$ cat src/hdl/azoc_pkg.sv
// ---------------------------------------------------------------------------
// ADC zero-offset calibration package
// Shared widths, window sizes, register indexes and transfer types.
// ---------------------------------------------------------------------------
package azoc_pkg;

    localparam int SAMPLE_W          = 16;
    localparam int PHASE_WINDOW_LOG2 = 5;
    localparam int BRAKE_WINDOW_LOG2 = 9;
    localparam int PHASE_SUM_W       = SAMPLE_W + PHASE_WINDOW_LOG2;
    localparam int BRAKE_SUM_W       = SAMPLE_W + BRAKE_WINDOW_LOG2;
    localparam int NUM_PHASES        = 3;

    localparam int SETTLE_W      = 8;
    localparam int PHASE_LIMIT_W = 15;
    localparam int BRAKE_LIMIT_W = 16;
    localparam int RETRY_W       = 4;
    localparam int CFG_DATA_W    = 16;
    localparam int CFG_INDEX_W   = 2;

    localparam logic [SETTLE_W-1:0]      SETTLE_TICKS_RST = 8'd200;
    localparam logic [PHASE_LIMIT_W-1:0] PHASE_LIMIT_RST  = 15'd5120;
    localparam logic [BRAKE_LIMIT_W-1:0] BRAKE_LIMIT_RST  = 16'd3971;
    localparam logic [RETRY_W-1:0]       RETRY_LIMIT_RST  = 4'd5;
    localparam logic [RETRY_W-1:0]       RETRY_MAX        = 4'd15;

    // most negative mean is folded onto its symmetric neighbour
    localparam logic signed [SAMPLE_W-1:0] MEAN_MOST_NEG = 16'sh8000;
    localparam logic signed [SAMPLE_W-1:0] MEAN_FLOOR    = 16'sh8001;

    typedef enum logic [CFG_INDEX_W-1:0] {
        CFG_SETTLE_TICKS = 2'd0,
        CFG_PHASE_LIMIT  = 2'd1,
        CFG_BRAKE_LIMIT  = 2'd2,
        CFG_RETRY_LIMIT  = 2'd3
    } t_cfg_idx;

    typedef struct packed {
        logic [SETTLE_W-1:0]      settle_ticks;
        logic [PHASE_LIMIT_W-1:0] phase_offset_limit;
        logic [BRAKE_LIMIT_W-1:0] brake_offset_limit;
        logic [RETRY_W-1:0]       fault_retry_limit;
    } t_cfg;

    typedef struct packed {
        logic                       drive_idle;
        logic signed [SAMPLE_W-1:0] sample_u;
        logic signed [SAMPLE_W-1:0] sample_v;
        logic signed [SAMPLE_W-1:0] sample_w;
        logic [SAMPLE_W-1:0]        sample_brake;
    } t_item;

    typedef struct packed {
        logic signed [SAMPLE_W-1:0] offset_u;
        logic signed [SAMPLE_W-1:0] offset_v;
        logic signed [SAMPLE_W-1:0] offset_w;
        logic [SAMPLE_W-1:0]        offset_brake;
        logic                       run_enable;
        logic                       phase_offset_fault;
        logic                       brake_short_fault;
        logic                       brake_offset_ok;
    } t_result;

endpackage

$ cat src/hdl/adc_zero_offset_calibration_unit.sv
// ---------------------------------------------------------------------------
// ADC zero-offset calibration unit
// Path: an input transfer is captured in the input register, then moves into
//   the result register when that slot is free or being emptied.
// Throughput: one sample set per cycle while i_stall is low.
// Reset (synchronous, active low): registers to default values, all sums,
//   counters, flags and stored offsets cleared, both stages empty.
// ---------------------------------------------------------------------------
module adc_zero_offset_calibration_unit (
    input  logic                                   i_clk,
    input  logic                                   i_rst_n,
    input  logic                                   i_cfg_we,
    input  logic [azoc_pkg::CFG_INDEX_W-1:0]       i_cfg_index,
    input  logic [azoc_pkg::CFG_DATA_W-1:0]        i_cfg_data,
    input  logic                                   i_valid,
    output logic                                   o_stall,
    input  logic                                   i_drive_idle,
    input  logic signed [azoc_pkg::SAMPLE_W-1:0]   i_sample_u,
    input  logic signed [azoc_pkg::SAMPLE_W-1:0]   i_sample_v,
    input  logic signed [azoc_pkg::SAMPLE_W-1:0]   i_sample_w,
    input  logic [azoc_pkg::SAMPLE_W-1:0]          i_sample_brake,
    output logic                                   o_valid,
    input  logic                                   i_stall,
    output logic signed [azoc_pkg::SAMPLE_W-1:0]   o_offset_u,
    output logic signed [azoc_pkg::SAMPLE_W-1:0]   o_offset_v,
    output logic signed [azoc_pkg::SAMPLE_W-1:0]   o_offset_w,
    output logic [azoc_pkg::SAMPLE_W-1:0]          o_offset_brake,
    output logic                                   o_run_enable,
    output logic                                   o_phase_offset_fault,
    output logic                                   o_brake_short_fault,
    output logic                                   o_brake_offset_ok
);

    azoc_pkg::t_cfg    cfg;
    azoc_pkg::t_item   in_item;
    azoc_pkg::t_item   core_item;
    azoc_pkg::t_result core_result;
    azoc_pkg::t_result out_result;
    logic              item_valid;
    logic              advance;

    assign in_item.drive_idle   = i_drive_idle;
    assign in_item.sample_u     = i_sample_u;
    assign in_item.sample_v     = i_sample_v;
    assign in_item.sample_w     = i_sample_w;
    assign in_item.sample_brake = i_sample_brake;

    azoc_cfg_regs u_cfg_regs (
        .i_clk       (i_clk),
        .i_rst_n     (i_rst_n),
        .i_cfg_we    (i_cfg_we),
        .i_cfg_index (i_cfg_index),
        .i_cfg_data  (i_cfg_data),
        .o_cfg       (cfg)
    );

    azoc_in_stage u_in_stage (
        .i_clk        (i_clk),
        .i_rst_n      (i_rst_n),
        .i_valid      (i_valid),
        .i_item       (in_item),
        .i_advance    (advance),
        .o_stall      (o_stall),
        .o_item_valid (item_valid),
        .o_item       (core_item)
    );

    azoc_cal_core u_cal_core (
        .i_clk     (i_clk),
        .i_rst_n   (i_rst_n),
        .i_advance (advance),
        .i_item    (core_item),
        .i_cfg     (cfg),
        .o_result  (core_result)
    );

    azoc_out_stage u_out_stage (
        .i_clk        (i_clk),
        .i_rst_n      (i_rst_n),
        .i_item_valid (item_valid),
        .i_result     (core_result),
        .i_stall      (i_stall),
        .o_advance    (advance),
        .o_valid      (o_valid),
        .o_result     (out_result)
    );

    assign o_offset_u           = out_result.offset_u;
    assign o_offset_v           = out_result.offset_v;
    assign o_offset_w           = out_result.offset_w;
    assign o_offset_brake       = out_result.offset_brake;
    assign o_run_enable         = out_result.run_enable;
    assign o_phase_offset_fault = out_result.phase_offset_fault;
    assign o_brake_short_fault  = out_result.brake_short_fault;
    assign o_brake_offset_ok    = out_result.brake_offset_ok;

endmodule

$ cat src/hdl/azoc_cfg_regs.sv
// ---------------------------------------------------------------------------
// Configuration registers
// Write-only register file for settle time, offset limits and retry limit.
// ---------------------------------------------------------------------------
module azoc_cfg_regs (
    input  logic                               i_clk,
    input  logic                               i_rst_n,
    input  logic                               i_cfg_we,
    input  logic [azoc_pkg::CFG_INDEX_W-1:0]   i_cfg_index,
    input  logic [azoc_pkg::CFG_DATA_W-1:0]    i_cfg_data,
    output azoc_pkg::t_cfg                     o_cfg
);

    azoc_pkg::t_cfg r_cfg;
    azoc_pkg::t_cfg n_cfg;

    always_comb begin
        n_cfg = r_cfg;
        if (i_cfg_we) begin
            unique case (azoc_pkg::t_cfg_idx'(i_cfg_index))
                azoc_pkg::CFG_SETTLE_TICKS: begin
                    n_cfg.settle_ticks = i_cfg_data[azoc_pkg::SETTLE_W-1:0];
                end
                azoc_pkg::CFG_PHASE_LIMIT: begin
                    n_cfg.phase_offset_limit = i_cfg_data[azoc_pkg::PHASE_LIMIT_W-1:0];
                end
                azoc_pkg::CFG_BRAKE_LIMIT: begin
                    n_cfg.brake_offset_limit = i_cfg_data[azoc_pkg::BRAKE_LIMIT_W-1:0];
                end
                azoc_pkg::CFG_RETRY_LIMIT: begin
                    n_cfg.fault_retry_limit = i_cfg_data[azoc_pkg::RETRY_W-1:0];
                end
            endcase
        end
    end

    always_ff @(posedge i_clk) begin
        if (!i_rst_n) begin
            r_cfg.settle_ticks       <= azoc_pkg::SETTLE_TICKS_RST;
            r_cfg.phase_offset_limit <= azoc_pkg::PHASE_LIMIT_RST;
            r_cfg.brake_offset_limit <= azoc_pkg::BRAKE_LIMIT_RST;
            r_cfg.fault_retry_limit  <= azoc_pkg::RETRY_LIMIT_RST;
        end else begin
            r_cfg <= n_cfg;
        end
    end

    assign o_cfg = r_cfg;

endmodule

$ cat src/hdl/azoc_in_stage.sv
// ---------------------------------------------------------------------------
// Input register
// Holds one sample set until the calibration core takes it.
// ---------------------------------------------------------------------------
module azoc_in_stage (
    input  logic            i_clk,
    input  logic            i_rst_n,
    input  logic            i_valid,
    input  azoc_pkg::t_item i_item,
    input  logic            i_advance,
    output logic            o_stall,
    output logic            o_item_valid,
    output azoc_pkg::t_item o_item
);

    logic            r_valid;
    logic            n_valid;
    azoc_pkg::t_item r_item;
    logic            accept;

    assign o_stall = r_valid && !i_advance;
    assign accept  = i_valid && !o_stall;

    always_comb begin
        n_valid = r_valid;
        if (accept) begin
            n_valid = 1'b1;
        end else if (i_advance) begin
            n_valid = 1'b0;
        end
    end

    always_ff @(posedge i_clk) begin
        if (!i_rst_n) begin
            r_valid <= 1'b0;
        end else begin
            r_valid <= n_valid;
        end
    end

    always_ff @(posedge i_clk) begin
        if (accept) begin
            r_item <= i_item;
        end
    end

    assign o_item_valid = r_valid;
    assign o_item       = r_item;

endmodule

$ cat src/hdl/azoc_cal_core.sv
// ---------------------------------------------------------------------------
// Calibration core
// Settle counter, window accumulators, mean checks and stored offsets;
// one state update per sample set.
// ---------------------------------------------------------------------------
module azoc_cal_core (
    input  logic              i_clk,
    input  logic              i_rst_n,
    input  logic              i_advance,
    input  azoc_pkg::t_item   i_item,
    input  azoc_pkg::t_cfg    i_cfg,
    output azoc_pkg::t_result o_result
);

    localparam int PSW = azoc_pkg::PHASE_SUM_W;
    localparam int BSW = azoc_pkg::BRAKE_SUM_W;
    localparam int SW  = azoc_pkg::SAMPLE_W;
    localparam int NP  = azoc_pkg::NUM_PHASES;

    logic [azoc_pkg::SETTLE_W-1:0]            r_settle, n_settle;
    logic signed [PSW-1:0]                    r_phase_sum [NP];
    logic signed [PSW-1:0]                    n_phase_sum [NP];
    logic [azoc_pkg::PHASE_WINDOW_LOG2-1:0]   r_phase_cnt, n_phase_cnt;
    logic [BSW-1:0]                           r_brake_sum, n_brake_sum;
    logic [azoc_pkg::BRAKE_WINDOW_LOG2-1:0]   r_brake_cnt, n_brake_cnt;
    logic signed [SW-1:0]                     r_offset [NP];
    logic signed [SW-1:0]                     n_offset [NP];
    logic [SW-1:0]                            r_brake_off, n_brake_off;
    logic [azoc_pkg::RETRY_W-1:0]             r_retry, n_retry;
    logic                                     r_brake_ok, n_brake_ok;
    logic                                     r_brake_done, n_brake_done;
    logic                                     r_run, n_run;

    logic signed [SW-1:0]                     sample [NP];
    logic signed [SW-1:0]                     mean [NP];
    logic [SW-1:0]                            mag [NP];
    logic [azoc_pkg::SETTLE_W:0]              settle_inc;
    logic [SW-1:0]                            brake_mean;
    logic                                     phase_good;
    logic                                     phase_fault;
    logic                                     brake_fault;

    assign sample[0] = i_item.sample_u;
    assign sample[1] = i_item.sample_v;
    assign sample[2] = i_item.sample_w;

    always_comb begin
        n_settle     = r_settle;
        n_phase_sum  = r_phase_sum;
        n_phase_cnt  = r_phase_cnt;
        n_brake_sum  = r_brake_sum;
        n_brake_cnt  = r_brake_cnt;
        n_offset     = r_offset;
        n_brake_off  = r_brake_off;
        n_retry      = r_retry;
        n_brake_ok   = r_brake_ok;
        n_brake_done = r_brake_done;
        n_run        = r_run;
        phase_fault  = 1'b0;
        brake_fault  = 1'b0;
        phase_good   = 1'b1;
        settle_inc   = {1'b0, r_settle} + 1'b1;
        brake_mean   = '0;
        for (int i = 0; i < NP; i++) begin
            mean[i] = '0;
            mag[i]  = '0;
        end

        if (i_advance) begin
            if (!i_item.drive_idle) begin
                n_settle = '0;
            end else begin
                if (settle_inc > {1'b0, i_cfg.settle_ticks}) begin
                    settle_inc = {1'b0, i_cfg.settle_ticks};
                end
                n_settle = settle_inc[azoc_pkg::SETTLE_W-1:0];
                if (settle_inc < {1'b0, i_cfg.settle_ticks}) begin
                    // still settling: hold accumulators empty
                    for (int i = 0; i < NP; i++) begin
                        n_phase_sum[i] = '0;
                    end
                    n_phase_cnt = '0;
                    n_brake_sum = '0;
                    n_brake_cnt = '0;
                    n_brake_ok  = 1'b0;
                end else begin
                    for (int i = 0; i < NP; i++) begin
                        n_phase_sum[i] = r_phase_sum[i] + PSW'(sample[i]);
                        // arithmetic shift gives the floor of the mean
                        mean[i] = n_phase_sum[i][PSW-1:azoc_pkg::PHASE_WINDOW_LOG2];
                        if (mean[i] == azoc_pkg::MEAN_MOST_NEG) begin
                            mean[i] = azoc_pkg::MEAN_FLOOR;
                        end
                        mag[i] = mean[i][SW-1] ? SW'(-mean[i]) : SW'(mean[i]);
                        if (mag[i] >= {1'b0, i_cfg.phase_offset_limit}) begin
                            phase_good = 1'b0;
                        end
                    end
                    n_phase_cnt = r_phase_cnt + 1'b1;
                    n_brake_sum = r_brake_sum + BSW'(i_item.sample_brake);
                    n_brake_cnt = r_brake_cnt + 1'b1;
                    brake_mean  = n_brake_sum[BSW-1:azoc_pkg::BRAKE_WINDOW_LOG2];

                    // phase window complete: counter wraps to zero
                    if (r_phase_cnt == '1) begin
                        for (int i = 0; i < NP; i++) begin
                            n_phase_sum[i] = '0;
                        end
                        if (phase_good) begin
                            n_offset = mean;
                            n_retry  = '0;
                            n_run    = 1'b1;
                        end else if (r_retry > i_cfg.fault_retry_limit) begin
                            phase_fault = 1'b1;
                            n_retry     = '0;
                            n_settle    = '0;
                            n_run       = 1'b0;
                        end else if (r_retry != azoc_pkg::RETRY_MAX) begin
                            n_retry = r_retry + 1'b1;
                        end
                    end

                    // brake window complete
                    if (r_brake_cnt == '1) begin
                        n_brake_sum = '0;
                        if (!r_brake_done) begin
                            if (brake_mean < i_cfg.brake_offset_limit) begin
                                n_brake_off  = brake_mean;
                                n_brake_ok   = 1'b1;
                                n_brake_done = 1'b1;
                            end else if (!n_brake_ok) begin
                                brake_fault = 1'b1;
                                n_settle    = '0;
                            end
                        end else begin
                            n_brake_ok = 1'b1;
                        end
                    end
                end
            end
        end
    end

    always_ff @(posedge i_clk) begin
        if (!i_rst_n) begin
            r_settle     <= '0;
            r_phase_cnt  <= '0;
            r_brake_sum  <= '0;
            r_brake_cnt  <= '0;
            r_brake_off  <= '0;
            r_retry      <= '0;
            r_brake_ok   <= 1'b0;
            r_brake_done <= 1'b0;
            r_run        <= 1'b0;
            for (int i = 0; i < NP; i++) begin
                r_phase_sum[i] <= '0;
                r_offset[i]    <= '0;
            end
        end else begin
            r_settle     <= n_settle;
            r_phase_cnt  <= n_phase_cnt;
            r_brake_sum  <= n_brake_sum;
            r_brake_cnt  <= n_brake_cnt;
            r_brake_off  <= n_brake_off;
            r_retry      <= n_retry;
            r_brake_ok   <= n_brake_ok;
            r_brake_done <= n_brake_done;
            r_run        <= n_run;
            r_phase_sum  <= n_phase_sum;
            r_offset     <= n_offset;
        end
    end

    always_comb begin
        o_result.offset_u           = n_offset[0];
        o_result.offset_v           = n_offset[1];
        o_result.offset_w           = n_offset[2];
        o_result.offset_brake       = n_brake_off;
        o_result.run_enable         = n_run;
        o_result.phase_offset_fault = phase_fault;
        o_result.brake_short_fault  = brake_fault;
        o_result.brake_offset_ok    = n_brake_ok;
    end

endmodule

$ cat src/hdl/azoc_out_stage.sv
// ---------------------------------------------------------------------------
// Result register
// Holds one result until the downstream side takes it; decides when the
// pending sample set moves through the core.
// ---------------------------------------------------------------------------
module azoc_out_stage (
    input  logic              i_clk,
    input  logic              i_rst_n,
    input  logic              i_item_valid,
    input  azoc_pkg::t_result i_result,
    input  logic              i_stall,
    output logic              o_advance,
    output logic              o_valid,
    output azoc_pkg::t_result o_result
);

    logic              r_valid;
    logic              n_valid;
    azoc_pkg::t_result r_result;

    // advance a pending set when the result slot is free or being emptied
    assign o_advance = i_item_valid && (!r_valid || !i_stall);

    always_comb begin
        n_valid = r_valid;
        if (o_advance) begin
            n_valid = 1'b1;
        end else if (!i_stall) begin
            n_valid = 1'b0;
        end
    end

    always_ff @(posedge i_clk) begin
        if (!i_rst_n) begin
            r_valid <= 1'b0;
        end else begin
            r_valid <= n_valid;
        end
    end

    always_ff @(posedge i_clk) begin
        if (o_advance) begin
            r_result <= i_result;
        end
    end

    assign o_valid  = r_valid;
    assign o_result = r_result;

endmodule

$ cat config.mk
export PLATFORM = sky130hd
export DESIGN_NAME = adc_zero_offset_calibration_unit
export DESIGN_NICKNAME = d
export VERILOG_FILES = /design/src/hdl/azoc_pkg.sv /design/src/hdl/adc_zero_offset_calibration_unit.sv /design/src/hdl/azoc_cfg_regs.sv /design/src/hdl/azoc_in_stage.sv /design/src/hdl/azoc_cal_core.sv /design/src/hdl/azoc_out_stage.sv
export SDC_FILE = /design/constraint.sdc
export NUM_CORES = 1
export LEC_CHECK = 0
export BUFFER_PORTS_ARGS = -buffer_cell sky130_fd_sc_hd__buf_2
export CORE_UTILIZATION = 60
export DETAILED_ROUTE_END_ITERATION = 8
export PLACE_DENSITY = 0.8
export SLEW_MARGIN = 0
export SYNTH_ARGS = -nofsm -noshare
export SYNTH_HDL_FRONTEND = slang
export SYNTH_SLANG_ARGS = --single-unit
$ cat constraint.sdc
create_clock -name i_clk -period 7.15 [get_ports i_clk]
set_clock_uncertainty 0.15 [all_clocks]
set_input_delay 1.43 -clock i_clk [delete_from_list [all_inputs] [get_ports i_clk]]
set_output_delay 1.43 -clock i_clk [all_outputs]
set_load 0.01 [all_outputs]
==> results of run 1 <==
-- worst register-to-register path: stages, from the launching register on --
cell and delay, ns:
dfxtp_1 0.34, ha_1 0.21, inv_1 0.07, fa_1 0.39, and2b_1 0.27, o2111ai_2 0.17, a2111o_1 0.52, a21oi_1 0.22
o32ai_1 0.11, nor4b_2 0.36, nand3b_1 0.24, nor4_4 0.25, nor2_1 0.11, ha_1 0.26, nand3_1 0.17, o31ai_2 0.08
xnor2_1 0.14, ha_1 0.31, o21a_1 0.17, o21ai_0 0.20, o22ai_1 0.11, or4_1 0.57, a221oi_4 0.26, nand4_4 0.14
buf_4 0.31, mux2_4 0.36, and2_1 0.16
-- state kept, by name, summed over array words and instances (netlist names) --
register,count
u_cal_core.r_offset,48
u_cfg_regs.o_cfg,43
u_cal_core.r_brake_cnt,9
u_cal_core.r_retry,4
u_cal_core.r_brake_ok,1
u_cal_core.r_brake_off,16
u_cal_core.r_phase_sum,63
u_cal_core.r_brake_done,1
u_in_stage.o_item,65
u_cal_core.r_run,1
u_cal_core.r_brake_sum,25
u_out_stage.o_valid,1
u_in_stage.o_item_valid,1
u_cal_core.r_settle,8
u_out_stage.o_result,68
u_cal_core.r_phase_cnt,5
-- how the worst min path moves through the flow --
| stage | from | slack [ns] | end | cells past startpoint |
|---|---|---|---|---|
| 5_1_grt | u_cal_core.r_offset[24] | 0.33 | u_cal_core.r_offset[24] | 2 |
| 2_1_floorplan | u_cal_core.r_offset[31] | 0.29 | u_cal_core.r_offset[31] | 2 |
| 3_3_place_gp | u_cal_core.r_offset[29] | 0.30 | u_cal_core.r_offset[29] | 2 |
| 3_5_place_dp | u_cal_core.r_offset[24] | 0.30 | u_cal_core.r_offset[24] | 2 |
| 4_1_cts | u_cal_core.r_offset[24] | 0.31 | u_cal_core.r_offset[24] | 2 |
| 6_report | u_cal_core.r_offset[47] | 0.31 | u_cal_core.r_offset[47] | 2 |
-- metrics by stage --
step / worst slack [ns] / util / std cells
after floorplan: 1.00 / - / 2056
after global placement: 0.490 / 0.648 / 2612
after detailed placement: 0.304 / 0.648 / 2612
after CTS: 0.240 / 0.686 / 2684
after global routing: -0.0298 / 0.689 / 2690
final: 0.407 / 0.689 / 2690
-- power by group --
group          switching (W)  total [W]  internal [W]
combinational       0.000276   0.000457      0.000181
clock               0.000836    0.00200       0.00116
sequential         0.0000252    0.00220       0.00217
total                0.00114    0.00466       0.00352
-- routing by layer --
metal  up-vias  track usage  wire length [µm]
li1       7803            -                 -
met4         0        0.114              1740
met5         -            0                 0
met2       482        0.453             22500
met3       104       0.0431              2920
met1      7605        0.357             21300
-- placed cells by master (no fill, tap or decap), types with 14 or more instances in the layout --
master     synthesis  routed
dfxtp_1          226     226
nand2_1          180     179
ha_1             164     164
buf_2             14     156
edfxtp_1         133     133
a21oi_1          106     106
nor2b_1          103     102
nor2_1            95      93
inv_1             79      79
a22oi_1           75      75
and2_1            69      68
o21ai_0           67      66
xnor2_1           55      55
xor2_1            55      55
a21o_1            54      54
buf_4              1      44
clkbuf_16          0      41
mux2_4            32      32
a21boi_0          30      30
nand2b_1          29      29
nor3_1            30      29
nand3_1           28      28
and3_1            24      24
o211ai_1          23      23
nand4_1           20      20
o21a_1            20      20
or2_2             15      15
a31oi_1           14      14
-- final cells by class --
cell class              instances  area, µm²
multi-input cells            1530      11300
clock buffers                  53       1100
repair buffers                201       1120
well taps                     448        561
flip-flops and latches        359       8520
inverters                      80        300
clock inverters                19        178
fillers                      2571      10400
-- kinds of logic (layout without fill, tap and decap cells) --
logic type      count (synthesis)  after routing  share of synthesized area
flops                         359            359                      0.416
mux                            64             64                     0.0403
simple gates                  651            651                      0.170
buf+inv                       167            353                     0.0336
fa+ha+maj                     168            168                      0.104
compound gates                534            534                      0.186
xor+xnor                      113            113                     0.0495
-- repair_timing --
| item | 4_1_cts | 5_1_grt |
|---|---|---|
| setup endpoints to repair | 0 | 104 |
| setup buffers | 0 | 6 |
| gates resized for setup | 0 | 11 |
| hold buffers | 0 | 0 |
==> metrics, run 1 <==
outcome=completed; clock root buffer=clkbuf_16; Vert. Die Dim=187 µm; drt pass-1 iters=5; IO Port Bufs=157; Crit path max-delay family=simple AND/OR/NAND/NOR gates; drt drc=0; count leader, synth=dfxtp_1; Ports=158; most common library cells after synthesis=dfxtp_1, nand2_1, ha_1, edfxtp_1, a21oi_1; Worst-Margin Slew=1.14 ns; Initial Utilization=0.610; worst flop-to-flop path endpoint=u_cal_core.r_offset[11]; max incr delay on CP=0.57 ns; design area=23100 µm²; instance count of the mapped netlist=2056; CTS tree=built; share of the synthesized area in the top cell type=0.221; WP buf/inv=2; CP endpoint=u_cal_core.r_offset[11]; row cnt=67; Netlist Area Pre-Place=20500 µm²; Final setup violation count=0; global-route wire length before repair=a little under 80000 µm; RR Startpoint=u_cal_core.r_phase_sum[21]; flop2flop setup slack=0.41 ns; Worst VDD drop=0.000213 V; Worst Reg-to-Reg Cells=26; relative slew slack=0.239; critical path arrival=7.02 ns; placed inst area=21700 µm²; Core Box Area=33500 µm²; Crit path top cell by count=ha_1; Wirelength per Cell=~18 µm; Yosys cell types=109; die area=34800 µm²; Post-synth EDFFs=~130; CTS Buf Count=39; GR Util All Layers=0.274; final slew viol count=0; via count of the first global-routing pass=about 16000; Final HPWL DP=roughly 34000 µm; CP startpoint=u_cal_core.r_phase_sum[21]; CTS Sinks=359; total number of yosys warnings=0; cell taking the most area after synthesis=dfxtp_1; Hold/Removal Path Class=flop to flop; final hold violations=0; worst-skew pair later-pin latency=0.56 ns; Post-synth top flop=dfxtp_1; Nets=2467; Max Fclk=148 MHz; critical path fanouts, max=27; Hold Worst Slack=0.313 ns; initial antenna violation count=0; pwr dens=around 200 nW/µm²; max_cap viols=0; Critical Path Start Type=flop; syn_nets=2312; Seq/Total Area, Yosys=0.416; Sum Neg Setup Slack=0 ns; aggregate global routing overflow=0; synthesis-to-layout area growth=13.0%; Starting DRT DRC Count=1232; synthesized flop and latch total=359; DIE WIDTH=187 µm; Worst Path Required=7.43 ns; fraction of registers with async set/reset=0; share of layout cells above drive strength 1=0.166; Syn Area/Cell=9.95 µm²; clock-pin slew on the worst setup and hold paths=0.06 ns; Bufs on Longest Clock Path=3; Detailed Route WL=between 40000 and 50000 µm; Final period util=0.943; H-tree depth=2; Vias/cell=slightly below 6; Critical Setup Path Class=flop to flop; Post-DRT Antenna Nets=0; DR vias=15994; Lkg Pwr=9.66 nW; Synth area leaders=dfxtp_1, edfxtp_1, ha_1, nand2_1, nor2b_1; Overall Power=between 0.004 and 0.005 W; GP Congestion=around 0.93; crit path time final=just under 7 ns; Slowest-stage cell, CP=or4_1; Critical Path Stages=26; nature of the critical path endpoint=flop; diode count=0; largest net degree at the start of global routing=130
Note: power is estimated with default switching activity, not from simulation.
==> inputs of run 2 (changes only) <==
==> constraint.sdc (replaced) <==
create_clock -name i_clk -period 8 [get_ports i_clk]
set_clock_uncertainty 0.15 [all_clocks]
set_input_delay 1.6 -clock i_clk [delete_from_list [all_inputs] [get_ports i_clk]]
set_output_delay 1.6 -clock i_clk [all_outputs]
set_load 0.01 [all_outputs]
==> run 2 against run 1 <==
Effect of this change:
- sequential share of layout area is 0.18 points higher
- routed wire length increased by 1.4%
- via count increased by 0.69%
- cell count down 0.56%
- clock-buffer cell count grew 4
- hold slack gained 0.0025 ns
- total power down 9.6%
- die area unchanged
- core utilization fell by 0.34 points
- global-route usage grew 0.49 points
- sequential power shrank 11%
- critical path type unchanged
==> metrics, run 2 (synthesis gave the netlist of run 1 again) <==
clock root buffer=clkbuf_16; Post-CTS Resized=0 (unchanged); # hold bufs at CTS=0 (unchanged); IO Port Bufs=157 (unchanged); RR Startpoint=u_in_stage.o_item[25]; max reg flops=68 (unchanged); Ports=158 (unchanged); via count of the first global-routing pass=15645 (+0.41%); Hold Path Depth=2 (unchanged); Vert. Die Dim=187 µm (unchanged); final slew viol count=0 (unchanged); Starting DRT DRC Count=1461 (+19%); Post-DRT Antenna Nets=0 (unchanged); worst hold path endpoint=u_cal_core.r_offset[29]; switching share of power=0.239 (-0.00525); Max Fclk=134 MHz (-9.8%); drt drc=0 (unchanged); worst flop-to-flop path endpoint=u_cal_core.r_offset[44]; Worst Path Required=8.28 ns (+0.85 ns); Sum Neg Setup Slack=0 ns (unchanged); Wirelength per Cell=18.4 µm (+2.0%); diode count=0 (unchanged); critical path fanouts, max=49 (+81%); clock power share=0.438 (+0.008); commonest non-fill, non-tap cell in the layout=dfxtp_1; largest net degree at the start of global routing=121 (-6.9%); RSZ-0062 raised after global routing=false; aggregate global routing overflow=0 (unchanged); initial antenna violation count=0 (unchanged); Final HPWL DP=34700 µm (+0.63%); Final setup violation count=0 (unchanged); die area=34800 µm² (unchanged); Worst-Margin Slew=1.29 ns (+0.150 ns); DIE WIDTH=187 µm (unchanged); CTS tree=built; Vias/cell=6.02 (+1.3%); flop2flop setup slack=0.52 ns (+0.12 ns); P_sw=0.00101 W (-12%); Final period util=0.934 (-0.00870); Nets=2453 (-0.57%); critical path arrival=7.75 ns (+0.73 ns); synthesis-to-layout area growth=12.4%; flip-flop and latch area=8520 µm² (unchanged); share of power burned in registers=0.466 (-0.006); H-tree depth=2 (unchanged); CTS Buf Count=39 (unchanged); Initial Utilization=0.610 (unchanged); worst-skew pair later-pin latency=0.54 ns (-0.02 ns); global-route wire length before repair=79400 µm (+1.7%); area of the multi-input gates=11300 µm² (-0.51%); row cnt=67 (unchanged); Core Box Area=33500 µm² (unchanged); Critical Path Start Type=flop; crit path time final=7.48 ns (+0.732 ns); post-layout util=0.686 (-0.00336); CTS Sinks=359 (unchanged); nature of the critical path endpoint=flop; DR vias=16104 (+0.69%); Setup Fix Bufs, Post-CTS=0 (unchanged); most frequent cells in the layout=dfxtp_1, nand2_1, ha_1; Bufs on Longest Clock Path=3 (unchanged); Worst Min Path Start=u_cal_core.r_offset[29]; Detailed Route WL=49200 µm (+1.4%); GP Congestion=0.919 (-1.2%); Fill cells=2589 (+0.70%); drt pass-1 iters=5 (unchanged); Lkg Pwr=9.61 nW (-0.54%); GR Util All Layers=0.279 (+0.00495); Hold/Removal Path Class=flop to flop; outcome=completed; pwr dens=183 nW/µm² (-9.1%); Worst VDD drop=0.000175 V (-18%); max_cap viols=0 (unchanged); Gate power share=0.096 (-0.002); Critical Setup Path Class=flop to flop; relative slew slack=0.117 (-0.122); Worst Reg-to-Reg Cells=25 (-3.8%); Power Internal=0.00320 W (-8.9%); final hold violations=0 (unchanged); clock-pin slew on the worst setup and hold paths=0.06 ns (about the same); share of layout cells above drive strength 1=0.159 (-0.00741)
run 2: cell types whose count changed in the layout (fill, tap and decap cells not counted), sizes merged:
cell | before | now
clkinv | 10 | 6
inv | 84 | 82
buf | 201 | 187
bufinv | 2 | 3
clkbuf | 53 | 57
run 2: worst max-delay path, cell delays in order (launching register included):
cell       delay (ns)
edfxtp_1         0.38
ha_1             0.50
nand4_2          0.25
a2111oi_2        0.37
o21ai_1          0.13
a311oi_1         0.80
a2111oi_1        0.12
nor4b_4          0.20
nand4bb_2        0.18
nor2_1           0.09
nor2_1           0.17
ha_1             0.20
nand3_1          0.10
nor3_1           0.42
nor4bb_1         0.36
nor2_1           0.09
xor2_1           0.15
ha_1             0.27
o21ai_0          0.11
o22ai_1          0.09
or4_1            0.57
a221oi_4         0.30
nand4_4          0.44
buf_12           0.37
mux2_4           0.34
and2_1           0.16
run 2: worst max path at each step:
stage,depth (start not counted),from,end
floorplan,27,u_in_stage.o_item[16],u_out_stage.o_result[20]
global placement,25,u_in_stage.o_item[25],u_cal_core.r_offset[38]
detailed placement,26,u_in_stage.o_item[25],u_cal_core.r_offset[37]
CTS,26,u_in_stage.o_item[25],u_cal_core.r_offset[44]
global route,25,u_in_stage.o_item[25],u_cal_core.r_offset[37]
finish,25,u_in_stage.o_item[25],u_cal_core.r_offset[44]
run 2: power groups by stage:
stage	clock network (W)	logic [W]	registers (W)
final	0.00184	0.000404	0.00196
after global routing	0.00194	0.000444	0.00197
after CTS	0.00187	0.000401	0.00196
after detailed placement	0	0.000398	0.00200
after global placement	0	0.000385	0.00200
after floorplan	0	0.000257	0.00201
run 2: per-layer routing:
metal / wire (µm) / GRT usage
met2: 23200 / 0.467
met5: 0 / 0
met1: 21600 / 0.366
met4: 1660 / 0.106
met3: 2760 / 0.0391
run 2: area by class of cell:
type,count,area share
Multi-Input combinational cell,1530,0.490
Sequential cell,359,0.371
Clock buffer,57,0.0503
Timing Repair Buffer,187,0.0446
Tap cell,448,0.0244
Inverter,80,0.0131
Clock inverter,14,0.00713
run 2: stage by stage:
step                total power (W)  std cells  hold WS (ns)  worst slack [ns]  instance area (µm²)
finish                      0.00421       2675         0.316             0.525                23000
global route                0.00435       2675         0.340            0.0576                23000
CTS                         0.00423       2675         0.314             0.643                23000
detailed placement          0.00240       2604         0.306             0.647                21700
global placement            0.00239       2604         0.299             0.831                21700
floorplan                   0.00226       2056         0.293              1.85                20500
==> inputs of run 3 (changes only) <==
--- a/config.mk
+++ b/config.mk
@@ -5,7 +5,7 @@
 export SDC_FILE = /design/constraint.sdc
 export NUM_CORES = 1
 export LEC_CHECK = 0
-export BUFFER_PORTS_ARGS = -buffer_cell sky130_fd_sc_hd__buf_2
+export BUFFER_PORTS_ARGS = -buffer_cell sky130_fd_sc_hd__clkbuf_2
 export CORE_UTILIZATION = 60
 export DETAILED_ROUTE_END_ITERATION = 8
 export PLACE_DENSITY = 0.8
==> run 3 against run 2 <==
Effect of this change:
- sequential cell count unchanged
- combinational power about the same
- cell area shrank 0.29%
- critical path type unchanged
- critical endpoint is now u_cal_core.r_offset[9]
==> metrics, run 3 (synthesis gave the netlist of run 1 again) <==
GR Util All Layers=0.282 (+0.00284); outcome=completed; H-tree depth=2 (unchanged); drt drc=0 (unchanged); fin cells=2672 (-0.11%); # hold bufs at CTS=0 (unchanged); Worst VDD drop=0.000185 V (+5.5%); Initial Utilization=0.610 (unchanged); largest net degree at the start of global routing=122 (+0.83%); final hold violations=0 (unchanged); CTS Buf Count=39 (unchanged); Critical Setup Path Class=flop to flop; CTS tree=built; Placed Cells=2600 (-0.15%); Critical Path Start Type=flop; Sum Neg Setup Slack=0 ns (unchanged); final slew viol count=0 (unchanged); max reg flops=68 (unchanged); clock root buffer=clkbuf_16; synthesis-to-layout area growth=12.1%; RSZ-0062 raised after global routing=false; worst-skew pair later-pin latency=0.56 ns (+0.02 ns); Hold/Removal Path Class=flop to flop; GP Congestion=0.924 (+0.54%); Setup Fix Bufs, Post-CTS=0 (unchanged); Detailed Route WL=48900 µm (-0.62%); aggregate global routing overflow=0 (unchanged); Nets=2449 (-0.16%); Post-DRT Antenna Nets=0 (unchanged); Ports=158 (unchanged); Lkg Pwr=9.63 nW (+0.20%); row cnt=67 (unchanged); global-route wire length before repair=79800 µm (+0.49%); nature of the critical path endpoint=flop; CTS Sinks=359 (unchanged); clock-pin slew on the worst setup and hold paths=0.06 ns (about the same); Post-CTS Resized=0 (unchanged); Core Box Area=33500 µm² (unchanged); most frequent cells in the layout=dfxtp_1, nand2_1, ha_1; Final HPWL DP=34800 µm (+0.35%); max_cap viols=0 (unchanged); initial antenna violation count=1 (+1); placed inst area=21600 µm² (-0.14%); Vias/cell=6.01 (-0.14%); relative slew slack=0.229 (+0.112); DR vias=16064 (-0.25%); Hold Worst Slack=0.310 ns (-0.00617 ns); Wirelength per Cell=18.3 µm (-0.50%); post-layout util=0.684 (-0.00201); Bufs on Longest Clock Path=3 (unchanged); pwr dens=182 nW/µm² (-0.49%); design area=22900 µm² (-0.29%); share of layout cells above drive strength 1=0.156 (-0.00331); drt pass-1 iters=6 (+1); IO Port Bufs=157 (unchanged); Starting DRT DRC Count=1313 (-10%); Worst Path Required=8.29 ns (about the same); Final period util=0.943 (+0.00847); critical path arrival=7.84 ns (+0.09 ns); die area=34800 µm² (unchanged); DIE WIDTH=187 µm (unchanged); crit path time final=7.54 ns (+0.0678 ns); Max Fclk=133 MHz (-0.90%); commonest non-fill, non-tap cell in the layout=dfxtp_1; Vert. Die Dim=187 µm (unchanged); Worst-Margin Slew=1.13 ns (-0.163 ns); via count of the first global-routing pass=15832 (+1.2%); critical path fanouts, max=51 (+4.1%); Final setup violation count=0 (unchanged)
==> run 3: changes by cell type in the layout (fill, tap and decap cells not counted) <==
cell,before,now
buf_4,30,26
clkbuf_8,7,4
clkinv_2,3,5
clkinvlp_4,3,1
diode_2,0,1
inv_6,1,0
clkbuf_1,9,13
clkbuf_2,0,156
buf_2,156,0
==> run 3: metrics by stage <==
| step | power [W] | worst slack, ns |
|---|---|---|
| floorplan | 0.00226 | 1.85 |
| global placement | 0.00239 | 0.869 |
| detailed placement | 0.00240 | 0.623 |
| CTS | 0.00420 | 0.573 |
| global route | 0.00432 | 0.0412 |
| finish | 0.00418 | 0.457 |
==> run 3: power breakdown <==
group          leakage (nW)  internal, W  total (W)  switching, W
clock                 0.626      0.00108    0.00181      0.000733
combinational          5.95     0.000156   0.000403      0.000247
sequential             3.05      0.00194    0.00196     0.0000223
total                  9.63      0.00318    0.00418       0.00100
==> run 3: path summary, 6_finish.rpt <==
| kind | start | to | slack [ns] | cells past startpoint |
|---|---|---|---|---|
| min | u_cal_core.r_offset[24] | u_cal_core.r_offset[24] | 0.31 | 2 |
| max | u_in_stage.o_item[25] | u_cal_core.r_offset[9] | 0.46 | 25 |
| min reg2reg | u_cal_core.r_offset[24] | u_cal_core.r_offset[24] | 0.31 | 2 |
| max reg2reg | u_in_stage.o_item[25] | u_cal_core.r_offset[9] | 0.46 | 25 |
==> run 3: per-layer routing <==
metal,global-route usage,share of wire,vias to the layer above
li1,-,-,7752
met1,0.371,0.43,7697
met2,0.462,0.47,486
met3,0.0480,0.063,129
met4,0.113,0.034,0
met5,0,0,-
==> run 3: worst max-delay path, cell delays in order, from the launching register on <==
cell	delay (ns)
edfxtp_1	0.37
ha_1	0.49
nand4_2	0.23
a2111oi_2	0.38
o21ai_1	0.16
a311oi_1	0.88
a2111oi_1	0.14
nor4b_4	0.21
nand4bb_2	0.19
nor2_1	0.09
nor2_1	0.15
ha_1	0.20
nand3_1	0.09
nor3_1	0.39
a21oi_1	0.15
xor2_1	0.17
ha_1	0.30
o21a_1	0.17
o21ai_0	0.26
o22ai_1	0.10
or4_1	0.57
a221oi_4	0.30
nand4_4	0.41
buf_12	0.37
mux2_4	0.33
and2_1	0.16
==> run 3: area by class of cell <==
cell class,count,area [µm²]
diodes,1,2.50
clock buffers,58,1130
clock inverters,13,150
fillers,2593,10600
inverters,80,300
multi-input cells,1530,11300
flip-flops and latches,359,8520
well taps,448,561
repair buffers,183,996
